===== config.mk =====
export PLATFORM = sky130hd
export DESIGN_NAME = touch_sample_qualifier_scaler_flat
export DESIGN_NICKNAME = d
export VERILOG_FILES = /design/src/hdl/tsqs_pkg.sv /design/src/hdl/tsqs_stream_if.sv /design/src/hdl/tsqs_div.sv /design/src/hdl/touch_sample_qualifier_scaler.sv /design/src/flat_wrapper.sv
export SDC_FILE = /design/constraint.sdc
export NUM_CORES = 1
export LEC_CHECK = 0
export BUFFER_PORTS_ARGS = -buffer_cell sky130_fd_sc_hd__buf_2
export CAP_MARGIN = 20
export CORE_MARGIN = 2
export CORE_UTILIZATION = 65
export DETAILED_ROUTE_END_ITERATION = 8
export GPL_TIMING_DRIVEN = 0
export PLACE_DENSITY = 0.84
export SYNTH_ARGS = -nofsm -noshare
export SYNTH_HDL_FRONTEND = slang
export SYNTH_HIERARCHICAL = 1
export SYNTH_SLANG_ARGS = --single-unit

===== constraint.sdc =====
create_clock -name clk -period 22.9 [get_ports clk]
set_clock_uncertainty 0.1 [all_clocks]
set_input_delay 6.87 -clock clk [delete_from_list [all_inputs] [get_ports clk]]
set_output_delay 6.87 -clock clk [all_outputs]
set_load 0.02 [all_outputs]

===== src/hdl/tsqs_pkg.sv =====
`default_nettype none

package tsqs_pkg;

  localparam int RAW_W    = 12;
  localparam int X_W      = 8;
  localparam int Y_W      = 9;
  localparam int STATUS_W = 2;
  localparam int LIMIT_W  = 4;
  localparam int CFG_IDX_W = 3;

  localparam int DEF_SCREEN_WIDTH  = 240;
  localparam int DEF_SCREEN_HEIGHT = 320;

  localparam logic [RAW_W-1:0] PRESS_HIGH_LIMIT  = 12'd4000;
  localparam logic [RAW_W-1:0] PRESS_LOW_LIMIT   = 12'd10;
  localparam logic [RAW_W-1:0] PRESS_UPPER_BOUND = 12'd3500;
  localparam logic [RAW_W-1:0] PRESS_MAX_DIFF    = 12'd1000;
  localparam logic [RAW_W-1:0] RAW_HIGH_LIMIT    = 12'd4000;
  localparam logic [LIMIT_W-1:0] STUCK_SATURATE  = 4'd15;

  localparam logic [RAW_W-1:0]   RST_CAL_MIN       = 12'd200;
  localparam logic [RAW_W-1:0]   RST_CAL_MAX       = 12'd3900;
  localparam logic [RAW_W-1:0]   RST_PRESS_THRESH  = 12'd150;
  localparam logic [LIMIT_W-1:0] RST_STUCK_LIMIT   = 4'd10;

  localparam logic [CFG_IDX_W-1:0] REG_CAL_MIN_X       = 3'd0;
  localparam logic [CFG_IDX_W-1:0] REG_CAL_MAX_X       = 3'd1;
  localparam logic [CFG_IDX_W-1:0] REG_CAL_MIN_Y       = 3'd2;
  localparam logic [CFG_IDX_W-1:0] REG_CAL_MAX_Y       = 3'd3;
  localparam logic [CFG_IDX_W-1:0] REG_TOUCH_LEVEL     = 3'd4;
  localparam logic [CFG_IDX_W-1:0] REG_STUCK_LIMIT     = 3'd5;

  typedef enum logic [STATUS_W-1:0] {
    ST_NONE   = 2'd0,
    ST_FRESH  = 2'd1,
    ST_HELD   = 2'd2,
    ST_REJECT = 2'd3
  } status_t;

  typedef enum logic [2:0] {
    S_IDLE,
    S_QUAL,
    S_MUL,
    S_DIV,
    S_FIN,
    S_OUT
  } state_t;

  typedef struct packed {
    logic [RAW_W-1:0] pressure_one;
    logic [RAW_W-1:0] pressure_two;
    logic [RAW_W-1:0] raw_x;
    logic [RAW_W-1:0] raw_y;
  } sample_t;

  typedef struct packed {
    logic [STATUS_W-1:0] status;
    logic [X_W-1:0]      x_coord;
    logic [Y_W-1:0]      y_coord;
  } result_t;

  typedef struct packed {
    logic [CFG_IDX_W-1:0] index;
    logic [RAW_W-1:0]     value;
  } cfg_t;

endpackage

`default_nettype wire


===== src/hdl/tsqs_stream_if.sv =====
`default_nettype none

interface tsqs_stream_if #(
  parameter type T = logic
);
  logic valid;
  logic ready;
  T     data;

  modport source (output valid, output data, input ready);
  modport sink (input valid, input data, output ready);
endinterface

`default_nettype wire


===== src/hdl/tsqs_div.sv =====
`default_nettype none

// Restoring divider, one quotient bit per cycle. The caller guarantees that
// the quotient fits in QW bits, so the upper dividend bits start as the
// partial remainder and only QW steps are needed.
module tsqs_div #(
  parameter int QW = 9,
  parameter int DW = tsqs_pkg::RAW_W
) (
  input  wire logic             clk,
  input  wire logic             rst,
  input  wire logic             start,
  input  wire logic [DW+QW-1:0] dividend,
  input  wire logic [DW-1:0]    divisor,
  output logic                  done,
  output logic [QW-1:0]         quotient
);
  import tsqs_pkg::*;

  localparam int CNT_W = (QW > 1) ? $clog2(QW) : 1;

  logic             busy;
  logic [CNT_W-1:0] cnt;
  logic [DW-1:0]    rem;
  logic [DW-1:0]    dvs;
  logic [QW-1:0]    low;
  logic [DW:0]      trial;
  logic             fits;

  assign trial    = {rem, low[QW-1]};
  assign fits     = trial >= {1'b0, dvs};
  assign quotient = low;

  always_ff @(posedge clk) begin
    if (rst) begin
      busy <= 1'b0;
      done <= 1'b0;
      cnt  <= '0;
    end else begin
      done <= 1'b0;
      if (start) begin
        busy <= 1'b1;
        cnt  <= '0;
      end else if (busy) begin
        cnt <= cnt + 1'b1;
        if (cnt == CNT_W'(QW - 1)) begin
          busy <= 1'b0;
          done <= 1'b1;
        end
      end
    end
  end

  always_ff @(posedge clk) begin
    if (start) begin
      rem <= dividend[DW+QW-1:QW];
      low <= dividend[QW-1:0];
      dvs <= divisor;
    end else if (busy) begin
      if (fits) begin
        rem <= DW'(trial - {1'b0, dvs});
      end else begin
        rem <= trial[DW-1:0];
      end
      low <= {low[QW-2:0], fits};
    end
  end

endmodule

`default_nettype wire


===== src/hdl/touch_sample_qualifier_scaler.sv =====
// A sample without touch or with a bad raw reading goes from S_QUAL straight to S_OUT;
// a scaled sample passes S_MUL and S_DIV for each axis (S_DIV is skipped when a window
// is empty), then S_FIN and S_OUT. Both axes share one multiplier and a radix-2 divider
// with a Q-bit quotient, Q being the bit count of the larger screen dimension. The block
// takes one sample at a time: a new transfer waits for the result transfer.
// Reset (synchronous, active high) loads the register defaults and clears state.
`default_nettype none

module touch_sample_qualifier_scaler #(
  parameter int SCREEN_WIDTH  = tsqs_pkg::DEF_SCREEN_WIDTH,
  parameter int SCREEN_HEIGHT = tsqs_pkg::DEF_SCREEN_HEIGHT
) (
  input  wire logic      clk,
  input  wire logic      rst,
  tsqs_stream_if.sink    sample,
  tsqs_stream_if.source  result,
  tsqs_stream_if.sink    cfg
);
  import tsqs_pkg::*;

  localparam int SIZE_MAX = (SCREEN_WIDTH > SCREEN_HEIGHT) ? SCREEN_WIDTH : SCREEN_HEIGHT;
  localparam int QW       = $clog2(SIZE_MAX + 1);
  localparam int NW       = RAW_W + QW;

  localparam logic [QW-1:0]  SIZE_X = QW'(SCREEN_WIDTH);
  localparam logic [QW-1:0]  SIZE_Y = QW'(SCREEN_HEIGHT);
  localparam logic [X_W-1:0] X_LAST = X_W'(SCREEN_WIDTH - 1);
  localparam logic [Y_W-1:0] Y_LAST = Y_W'(SCREEN_HEIGHT - 1);

  state_t state, state_next;

  // Configuration registers.
  logic [RAW_W-1:0]   cal_min_x, cal_max_x, cal_min_y, cal_max_y;
  logic [RAW_W-1:0]   touch_level;
  logic [LIMIT_W-1:0] stuck_limit;

  // Block state.
  logic [LIMIT_W-1:0] stuck_count;
  logic [X_W-1:0]     last_x;
  logic [Y_W-1:0]     last_y;

  // Working registers for the sample in flight.
  logic [RAW_W-1:0] z1, z2, rx, ry;
  logic             axis;
  logic [X_W-1:0]   x_new;
  logic [Y_W-1:0]   y_new;
  result_t          res;

  // Qualification.
  logic [RAW_W-1:0]   press_diff;
  logic               press_ok;
  logic               raw_bad;
  logic [LIMIT_W-1:0] stuck_inc;
  logic               reject;
  result_t            impl_res;
  logic               corner;

  // Per-axis scaling.
  logic [RAW_W-1:0] raw_sel, lo_sel, hi_sel, raw_c, diff, span;
  logic [QW-1:0]    size_sel;
  logic             span_ok;
  logic [NW-1:0]    product;
  logic             div_start;
  logic             div_done;
  logic [QW-1:0]    quo;
  logic [QW-1:0]    quo_c;
  logic [QW+Y_W:0]  quo_ext;

  assign press_diff = (z1 > z2) ? (z1 - z2) : (z2 - z1);
  assign press_ok   = !(z1 >= PRESS_HIGH_LIMIT || z2 >= PRESS_HIGH_LIMIT ||
                        z1 <= PRESS_LOW_LIMIT || z2 <= PRESS_LOW_LIMIT) &&
                      (z1 > touch_level) && (z1 < PRESS_UPPER_BOUND) &&
                      (z2 < PRESS_UPPER_BOUND) && (press_diff <= PRESS_MAX_DIFF);
  assign raw_bad    = (rx >= RAW_HIGH_LIMIT) || (ry >= RAW_HIGH_LIMIT) ||
                      (rx == '0) || (ry == '0);

  assign stuck_inc = (stuck_count == STUCK_SATURATE) ? stuck_count : stuck_count + 1'b1;
  assign reject    = (stuck_inc >= stuck_limit) || (last_x == '0 && last_y == '0);

  always_comb begin
    if (reject) begin
      impl_res.status  = ST_REJECT;
      impl_res.x_coord = '0;
      impl_res.y_coord = '0;
    end else begin
      impl_res.status  = ST_HELD;
      impl_res.x_coord = last_x;
      impl_res.y_coord = last_y;
    end
  end

  assign corner = (x_new == X_LAST) && (y_new == Y_LAST);

  assign raw_sel  = axis ? ry : rx;
  assign lo_sel   = axis ? cal_min_y : cal_min_x;
  assign hi_sel   = axis ? cal_max_y : cal_max_x;
  assign size_sel = axis ? SIZE_Y : SIZE_X;
  assign span_ok  = hi_sel > lo_sel;

  always_comb begin
    raw_c = raw_sel;
    if (raw_c < lo_sel) begin
      raw_c = lo_sel;
    end
    if (raw_c > hi_sel) begin
      raw_c = hi_sel;
    end
  end

  assign diff    = raw_c - lo_sel;
  assign span    = hi_sel - lo_sel;
  assign product = NW'(diff) * NW'(size_sel);

  // The point may land exactly on the screen size when raw sits at the top of
  // the window; that is pulled back onto the last pixel.
  assign quo_c   = (quo >= size_sel) ? size_sel - 1'b1 : quo;
  assign quo_ext = {{(Y_W + 1){1'b0}}, quo_c};

  tsqs_div #(
    .QW (QW),
    .DW (RAW_W)
  ) u_div (
    .clk      (clk),
    .rst      (rst),
    .start    (div_start),
    .dividend (product),
    .divisor  (span),
    .done     (div_done),
    .quotient (quo)
  );

  assign sample.ready = (state == S_IDLE);
  assign result.valid = (state == S_OUT);
  assign result.data  = res;
  assign cfg.ready    = 1'b1;

  always_ff @(posedge clk) begin
    if (rst) begin
      state <= S_IDLE;
    end else begin
      state <= state_next;
    end
  end

  always_comb begin
    state_next = state;
    div_start  = 1'b0;
    unique case (state)
      S_IDLE: begin
        if (sample.valid) begin
          state_next = S_QUAL;
        end
      end
      S_QUAL: begin
        if (!press_ok || raw_bad) begin
          state_next = S_OUT;
        end else begin
          state_next = S_MUL;
        end
      end
      S_MUL: begin
        if (span_ok) begin
          div_start  = 1'b1;
          state_next = S_DIV;
        end else if (axis) begin
          state_next = S_FIN;
        end
      end
      S_DIV: begin
        if (div_done) begin
          state_next = axis ? S_FIN : S_MUL;
        end
      end
      S_FIN: begin
        state_next = S_OUT;
      end
      S_OUT: begin
        if (result.ready) begin
          state_next = S_IDLE;
        end
      end
      default: begin
        state_next = S_IDLE;
      end
    endcase
  end

  always_ff @(posedge clk) begin
    if (rst) begin
      cal_min_x       <= RST_CAL_MIN;
      cal_max_x       <= RST_CAL_MAX;
      cal_min_y       <= RST_CAL_MIN;
      cal_max_y       <= RST_CAL_MAX;
      touch_level     <= RST_PRESS_THRESH;
      stuck_limit     <= RST_STUCK_LIMIT;
    end else if (cfg.valid) begin
      unique case (cfg.data.index)
        REG_CAL_MIN_X:       cal_min_x       <= cfg.data.value;
        REG_CAL_MAX_X:       cal_max_x       <= cfg.data.value;
        REG_CAL_MIN_Y:       cal_min_y       <= cfg.data.value;
        REG_CAL_MAX_Y:       cal_max_y       <= cfg.data.value;
        REG_TOUCH_LEVEL:     touch_level     <= cfg.data.value;
        REG_STUCK_LIMIT:     stuck_limit     <= cfg.data.value[LIMIT_W-1:0];
        default: begin
        end
      endcase
    end
  end

  always_ff @(posedge clk) begin
    if (rst) begin
      stuck_count <= '0;
      last_x      <= '0;
      last_y      <= '0;
    end else begin
      case (state)
        S_QUAL: begin
          if (!press_ok) begin
            stuck_count <= '0;
          end else if (raw_bad) begin
            stuck_count <= stuck_inc;
          end
        end
        S_FIN: begin
          if (corner) begin
            stuck_count <= stuck_inc;
          end else begin
            stuck_count <= '0;
            last_x      <= x_new;
            last_y      <= y_new;
          end
        end
        default: begin
        end
      endcase
    end
  end

  always_ff @(posedge clk) begin
    case (state)
      S_IDLE: begin
        z1 <= sample.data.pressure_one;
        z2 <= sample.data.pressure_two;
        rx <= sample.data.raw_x;
        ry <= sample.data.raw_y;
      end
      S_QUAL: begin
        axis <= 1'b0;
        if (!press_ok) begin
          res.status  <= ST_NONE;
          res.x_coord <= '0;
          res.y_coord <= '0;
        end else if (raw_bad) begin
          res <= impl_res;
        end
      end
      S_MUL: begin
        if (!span_ok) begin
          if (axis) begin
            y_new <= '0;
          end else begin
            x_new <= '0;
          end
          axis <= 1'b1;
        end
      end
      S_DIV: begin
        if (div_done) begin
          if (axis) begin
            y_new <= quo_ext[Y_W-1:0];
          end else begin
            x_new <= quo_ext[X_W-1:0];
          end
          axis <= 1'b1;
        end
      end
      S_FIN: begin
        if (corner) begin
          res <= impl_res;
        end else begin
          res.status  <= ST_FRESH;
          res.x_coord <= x_new;
          res.y_coord <= y_new;
        end
      end
      default: begin
      end
    endcase
  end

  a_one_at_a_time: assert property (@(posedge clk) disable iff (rst)
    sample.ready |-> !result.valid)
    else $error("input taken while a result is pending");

  a_clear_count: assert property (@(posedge clk) disable iff (rst)
    result.valid && (result.data.status == ST_NONE || result.data.status == ST_FRESH)
    |-> stuck_count == '0)
    else $error("stuck count not cleared with a clean result");

  a_held_last: assert property (@(posedge clk) disable iff (rst)
    result.valid && result.data.status == ST_HELD
    |-> stuck_count != '0 && result.data.x_coord == last_x &&
        result.data.y_coord == last_y && (last_x != '0 || last_y != '0))
    else $error("held result does not match the last good point");

  a_div_owner: assert property (@(posedge clk) disable iff (rst)
    div_done |-> state == S_DIV)
    else $error("divider finished outside the divide step");

endmodule

`default_nettype wire


===== src/flat_wrapper.sv =====
// flat-port wrapper written by rule: the top's interface ports become plain ports
module touch_sample_qualifier_scaler_flat import tsqs_pkg::*;
#(
  parameter int SCREEN_WIDTH  = tsqs_pkg::DEF_SCREEN_WIDTH,
  parameter int SCREEN_HEIGHT = tsqs_pkg::DEF_SCREEN_HEIGHT
)
  (clk, rst, sample_valid, sample_data, sample_ready, result_valid, result_data, result_ready, cfg_valid, cfg_data, cfg_ready);
  tsqs_stream_if #(.T(sample_t)) sample_i ();
  tsqs_stream_if #(.T(result_t)) result_i ();
  tsqs_stream_if #(.T(cfg_t)) cfg_i ();
  input  wire logic clk;
  input  wire logic rst;
  input wire logic [$bits(sample_i.valid)-1:0] sample_valid;
  input wire logic [$bits(sample_i.data)-1:0] sample_data;
  output wire logic [$bits(sample_i.ready)-1:0] sample_ready;
  output wire logic [$bits(result_i.valid)-1:0] result_valid;
  output wire logic [$bits(result_i.data)-1:0] result_data;
  input wire logic [$bits(result_i.ready)-1:0] result_ready;
  input wire logic [$bits(cfg_i.valid)-1:0] cfg_valid;
  input wire logic [$bits(cfg_i.data)-1:0] cfg_data;
  output wire logic [$bits(cfg_i.ready)-1:0] cfg_ready;
  assign sample_i.valid = sample_valid;
  assign sample_i.data = sample_data;
  assign sample_ready = sample_i.ready;
  assign result_valid = result_i.valid;
  assign result_data = result_i.data;
  assign result_i.ready = result_ready;
  assign cfg_i.valid = cfg_valid;
  assign cfg_i.data = cfg_data;
  assign cfg_ready = cfg_i.ready;
  touch_sample_qualifier_scaler #(.SCREEN_WIDTH(SCREEN_WIDTH), .SCREEN_HEIGHT(SCREEN_HEIGHT)) u_core (.clk(clk), .rst(rst), .sample(sample_i), .result(result_i), .cfg(cfg_i));
endmodule

# Word-level counts from Yosys, hierarchy flattened
# Index checks and enable logic that the tools add are counted.
# op_classes
add_sub_neg,8
mul,1
magnitude_cmp,17
eq_ne,24
n_mux,50
n_bitwise,2
n_reduce_logical,40
# ops
cell,count
$mux W12,9
$mux W9,8
$sub A12 B12 Y12,5
$mux W19,3
$ge A12 B12 Y1 const B,4
$gt A12 B12 Y1,4
$pmux W19 S2,1
$mux W8,4
$le A12 B4 Y1 const B,2
$logic_not A12 Y1,2
$lt A12 B12 Y1 const B,2
$mul A12 B9 Y21,1
$mux W3,7
$mux W18,1
$pmux W3 S6,1
$pmux W9 S2,1
$mux W4,4
$pmux W8 S2,1
$reduce_and A2 Y1,8
$ge A13 B12 Y1,1
$eq A3 B2 Y1 const B,4
$eq A3 B3 Y1 const B,4
$le A12 B10 Y1 const B,1
$lt A12 B12 Y1,1
29 further kinds,63
# word_totals
ff_bits,212
in_bits,68
out_inout_bits,22
elab_cells,168

# Logic depth before layout (Yosys ltp)
# logic_depth
word_depth,13
mapped_depth,50
mapped_depth_nobuf,45

# Hierarchy
# The synthesis kept the hierarchy.
# by_module_without_submodules
module,instances,cells_each,area_per_inst_um2,seq_area_each_um2
touch_sample_qualifier_scaler,1,1259,11903.9,4314.1
tsqs_div,1,190,2248.4,1111.1

# Least setup slack after synthesis
# Ideal clock, no wire load.
# synth_timing
path_type,flip-flop to output port
startpoint,reg u_core.state[0]
endpoint,out sample_ready
arrival_time_ns,4.270
required_time_ns,15.930
slack_ns,11.660
path_stages_with_launch,3
n_path_buf,1
cell_sequence,dfxtp_1 -> clkbuf_1 -> nor3_1
# synth_via
elab_chain_cells,1
# synth_rtl
element,line_no,text
"start, declared",touch_sample_qualifier_scaler.sv:30,"state_t state, state_next;"
"start signal, assigned",touch_sample_qualifier_scaler.sv:141,state <= state_next;
$logic_not A3 Y1,touch_sample_qualifier_scaler.sv:132,assign sample.ready = (state == S_IDLE);
"end, declared",flat_wrapper.sv:15,output wire logic [$bits(sample_i.ready)-1:0] sample_ready;
# No other way between the ends.

# Worst setup path in the final report
# layout_timing
startpoint,reg u_core.axis
endpoint,"reg u_core.u_div.rem[11], data pin"
# layout_via
elab_chain_cells,8
elab_cells_between_ends,14
classes_between,add/sub (1); mul (1); order compare (3); mux (9)
# layout_rtl
element,line_no,text
"start, declared",touch_sample_qualifier_scaler.sv:44,logic axis;
"start signal, assigned",touch_sample_qualifier_scaler.sv:248,axis <= 1'b0;
"start signal, assigned",touch_sample_qualifier_scaler.sv:264,axis <= 1'b1;
"start signal, assigned",touch_sample_qualifier_scaler.sv:274,axis <= 1'b1;
$mux W12 (on tied branches),"touch_sample_qualifier_scaler.sv:94, touch_sample_qualifier_scaler.sv:95",
$lt A12 B12 Y1,touch_sample_qualifier_scaler.sv:102,if (raw_c < lo_sel) begin
$mux W12,touch_sample_qualifier_scaler.sv:102,
$gt A12 B12 Y1,touch_sample_qualifier_scaler.sv:105,if (raw_c > hi_sel) begin
$mux W12,touch_sample_qualifier_scaler.sv:105,
$sub A12 B12 Y12,touch_sample_qualifier_scaler.sv:110,assign diff = raw_c - lo_sel;
$mul A12 B9 Y21 *,touch_sample_qualifier_scaler.sv:112,assign product = NW'(diff) * NW'(size_sel);
via u_core.product[20],touch_sample_qualifier_scaler.sv:62,logic [NW-1:0] product;
$mux W12 *,tsqs_div.sv:55,if (start) begin
"end signal, assigned",tsqs_div.sv:56,rem <= dividend[DW+QW-1:QW];
"end signal, assigned",tsqs_div.sv:61,"rem <= DW'(trial - {1'b0, dvs});"
"end signal, assigned",tsqs_div.sv:63,rem <= trial[DW-1:0];
"end, declared",tsqs_div.sv:24,logic [DW-1:0] rem;
# Mark *: on every way through the listed nets, which the timed path passes. The rest lies on a longest branch.
# A chain may end at the register's enable or synchronous reset.

==> metrics.yaml <==
critical_path:
  critical_path_arrival_ps: 12820
  crit_slowest_cell: "clkbuf_1"
  path_max_fanout: 10
  critPathLaunchType: "flip-flop"
  crit_top_cell: "ha_1"
  reg2reg_depth: 45
  endpoint_kind: "flip-flop"
  cp_data_required_time_ps: 23050
  slowest_delay_ps: 620
  critPathKind: "flip-flop to flip-flop"
place:
  portBuffers: 88
  gp_congestion: 0.945
  hpwlAfterDp_mm: 24.8
sta:
  hold_viol: 0
  max_freq_mhz: 78.9
  slew_violations: 0
  finalSetupViolCount: 0
  fin_setup_tns_ps: 0
  final.min_clock_period_ps: 12670
  worst_slew_pin_slew_ps: 916
  rsz0062_at_grt: "no"
  fin_crit_sh_pct: 55.3
  maxSlewHeadroom_pct: 38.5
routing:
  ant_nets: 0
  vias: 11085
  drc: 0
  wl_met3_mm: 1.70
  via_per_inst: 5.96
  wl_met1_mm: 13.9
  met2_length_mm: 15.5
  drtPass1Iterations: 6
  drt_iter0_drc: 700
  routed_wl_mm: 31.8
  routed.top_layer: "met4"
  wire_per_inst_um: 17.1
yosys:
  synth_edf_count: 118
  synth-main-ff-cell: "edfxtp_1"
  synthCells: 1449
  ys_seq_area_share_pct: 38.3
  synth_cell_types: 83
  synth_area_um2: 14200
  avgSynthCellArea_um2: 9.77
  ys_warn_count: 6
  ys_seq_elements: 212
  ys_async_sr_fraction_pct: 0
clock_tree:
  cts_setup_buffers: 0
  cts_root_buf: "clkbuf_16"
  cts_tree: "yes"
  cts_buffers: 23
  cts.repair.resized: 0
  clockBufferDepth: 3
  htreeDepth: 1
  path_clk_slew_ps: 60
  insertion_delay_ps: 510
  cts.sink_count: 212
  hold_buffers: 0
grt:
  overflow: 0
  antenna_found_initial: 0
  grt_max_degree: 22
  grt_pass1_wl_mm: 51.9
  first_global_vias: 10821
  grt_usage_pct: 28.0
floorplanning:
  die_w_um: 152
  die-area_um2: 23000
  placementRows: 53
  io_pins: 90
  die_h_um: 152
  start_util_pct: 66.7
  core_area_um2: 21200
final_layout:
  drive_gt1_share_pct: 12.1
  diodes: 0
  area.growth.synth_to_final_pct: 11.3
  fin_nets: 1820
min_path:
  hold_path_class: "flip-flop to flip-flop"
  holdPathStages: 2
run:
  cap_violations: 0
run_status:
  run_status: "complete, no violations"
==> sequential cells by signal, indices dropped and copies added (netlist names), 9 cells and up <==
register and count:
u_core/result.data 19, u_core/cal_max_x 12, u_core/cal_max_y 12, u_core/cal_min_x 12
u_core/cal_min_y 12, u_core/rx 12, u_core/ry 12, u_core/touch_level 12
u_core/u_div/dvs 12, u_core/u_div/rem 12, u_core/z1 12, u_core/z2 12
u_core/last_y 9, u_core/u_div/quotient 9, u_core/y_new 9
==> cell families after synthesis <==
logic type,share of synthesized area [%]
buffers and inverters,5.25
muxes,7.97
DFF,38.3
AOI/OAI and AO/OA,12.5
adders and majority gates,17.3
and+or+nand+nor,14.9
other,0.0531
xor gates and xnor gates,3.65
==> path summary, 6_finish.rpt <==
check / startpoint / to / slack (ps)
worst max register to register: u_core/axis / u_core/u_div/rem[11] / 10230
worst min register to register: u_core/cal_max_y[1] / u_core/cal_max_y[1] / 350
worst max-delay path: u_core/axis / u_core/u_div/rem[11] / 10230
worst min-delay path: u_core/cal_max_y[1] / u_core/cal_max_y[1] / 350
==> through the flow <==
step / setup slack, ps / hold WS, ps / utilization (%) / instances / cell area, um2
6_report: 10230 / 353 / 74.3 / 1861 / 15800
5_1_grt: 9550 / 379 / 74.3 / 1861 / 15800
4_1_cts: 10420 / 352 / 74.3 / 1861 / 15800
3_5_place_dp: 10580 / 343 / 70.8 / 1821 / 15000
3_3_place_gp: 10080 / 340 / 70.4 / 1815 / 14900
2_1_floorplan: 11660 / 333 / - / 1452 / 14200
==> cell usage after synthesis (all sizes together) (9+ instances only) <==
| cell | number | area share, % |
|---|---|---|
| o21ai | 40 | 1.5 |
| clkbuf | 43 | 1.1 |
| nand4 | 18 | 0.80 |
| xor2 | 19 | 1.2 |
| nand2 | 167 | 4.4 |
| nor4 | 21 | 1.0 |
| and2 | 11 | 0.49 |
| mux2i | 73 | 5.2 |
| nor2 | 95 | 2.6 |
| nor3 | 22 | 0.81 |
| buf | 13 | 0.58 |
| a21o | 28 | 1.5 |
| fa | 25 | 3.5 |
| a21oi | 97 | 3.6 |
| xnor2 | 37 | 2.5 |
| ha | 156 | 14 |
| inv | 133 | 3.5 |
| dfxtp | 94 | 13 |
| nand2b | 9 | 0.40 |
| nand3 | 38 | 1.4 |
| nor2b | 19 | 0.89 |
| o211ai | 11 | 0.58 |
| a22o | 15 | 0.93 |
| mux2 | 34 | 2.8 |
| edfxtp | 118 | 25 |
| a211oi | 12 | 0.64 |
==> layout by cell type, fill, tap and decap left out, types with 12 or more instances in the layout <==
master and instances:
fa_1 25, o21ai_0 32, a21oi_1 93, xnor2_1 35
nor3_1 19, inv_1 132, nand4_1 18, nand2_1 166
nor2b_1 18, a211oi_1 12, mux2_2 23, nor2_1 94
edfxtp_1 118, dfxtp_1 94, mux2i_1 72, nand3_1 37
clkbuf_16 23, a21o_1 28, buf_2 94, ha_1 156
a22o_1 15, clkbuf_1 48, nor4_1 19, xor2_1 19
==> cell type report <==
cell class | count | area [um2]
Clock inverter | 7 | 61.3
Tap cell | 275 | 344
Inverter | 133 | 499
Sequential cell | 212 | 5430
Timing Repair Buffer | 94 | 508
Multi-Input combinational cell | 1051 | 8010
Buffer | 56 | 244
Clock buffer | 33 | 663
Fill cell | 1495 | 5460
==> worst max-delay path: cells and delay by family, from the launching register on <==
kind / cells / cell delay (ps)
buffers and inverters: 6 / 2220
AO/OA/AOI/OAI: 18 / 3670
adder cells (fa/ha/maj): 9 / 3220
AND/OR/NAND/NOR: 7 / 1180
flip-flops: 1 / 410
XOR/XNOR: 2 / 450
multiplexers: 3 / 1170
==> routing by layer <==
layer  vias up  GRT usage, %
met3        69          3.74
met5         -             0
met2       371          48.9
met4         0          7.92
li1       5368             -
met1      5277          36.7
Power is not shown: default switching activity piles up to over one toggle a cycle in this logic, so the estimate is an artifact.
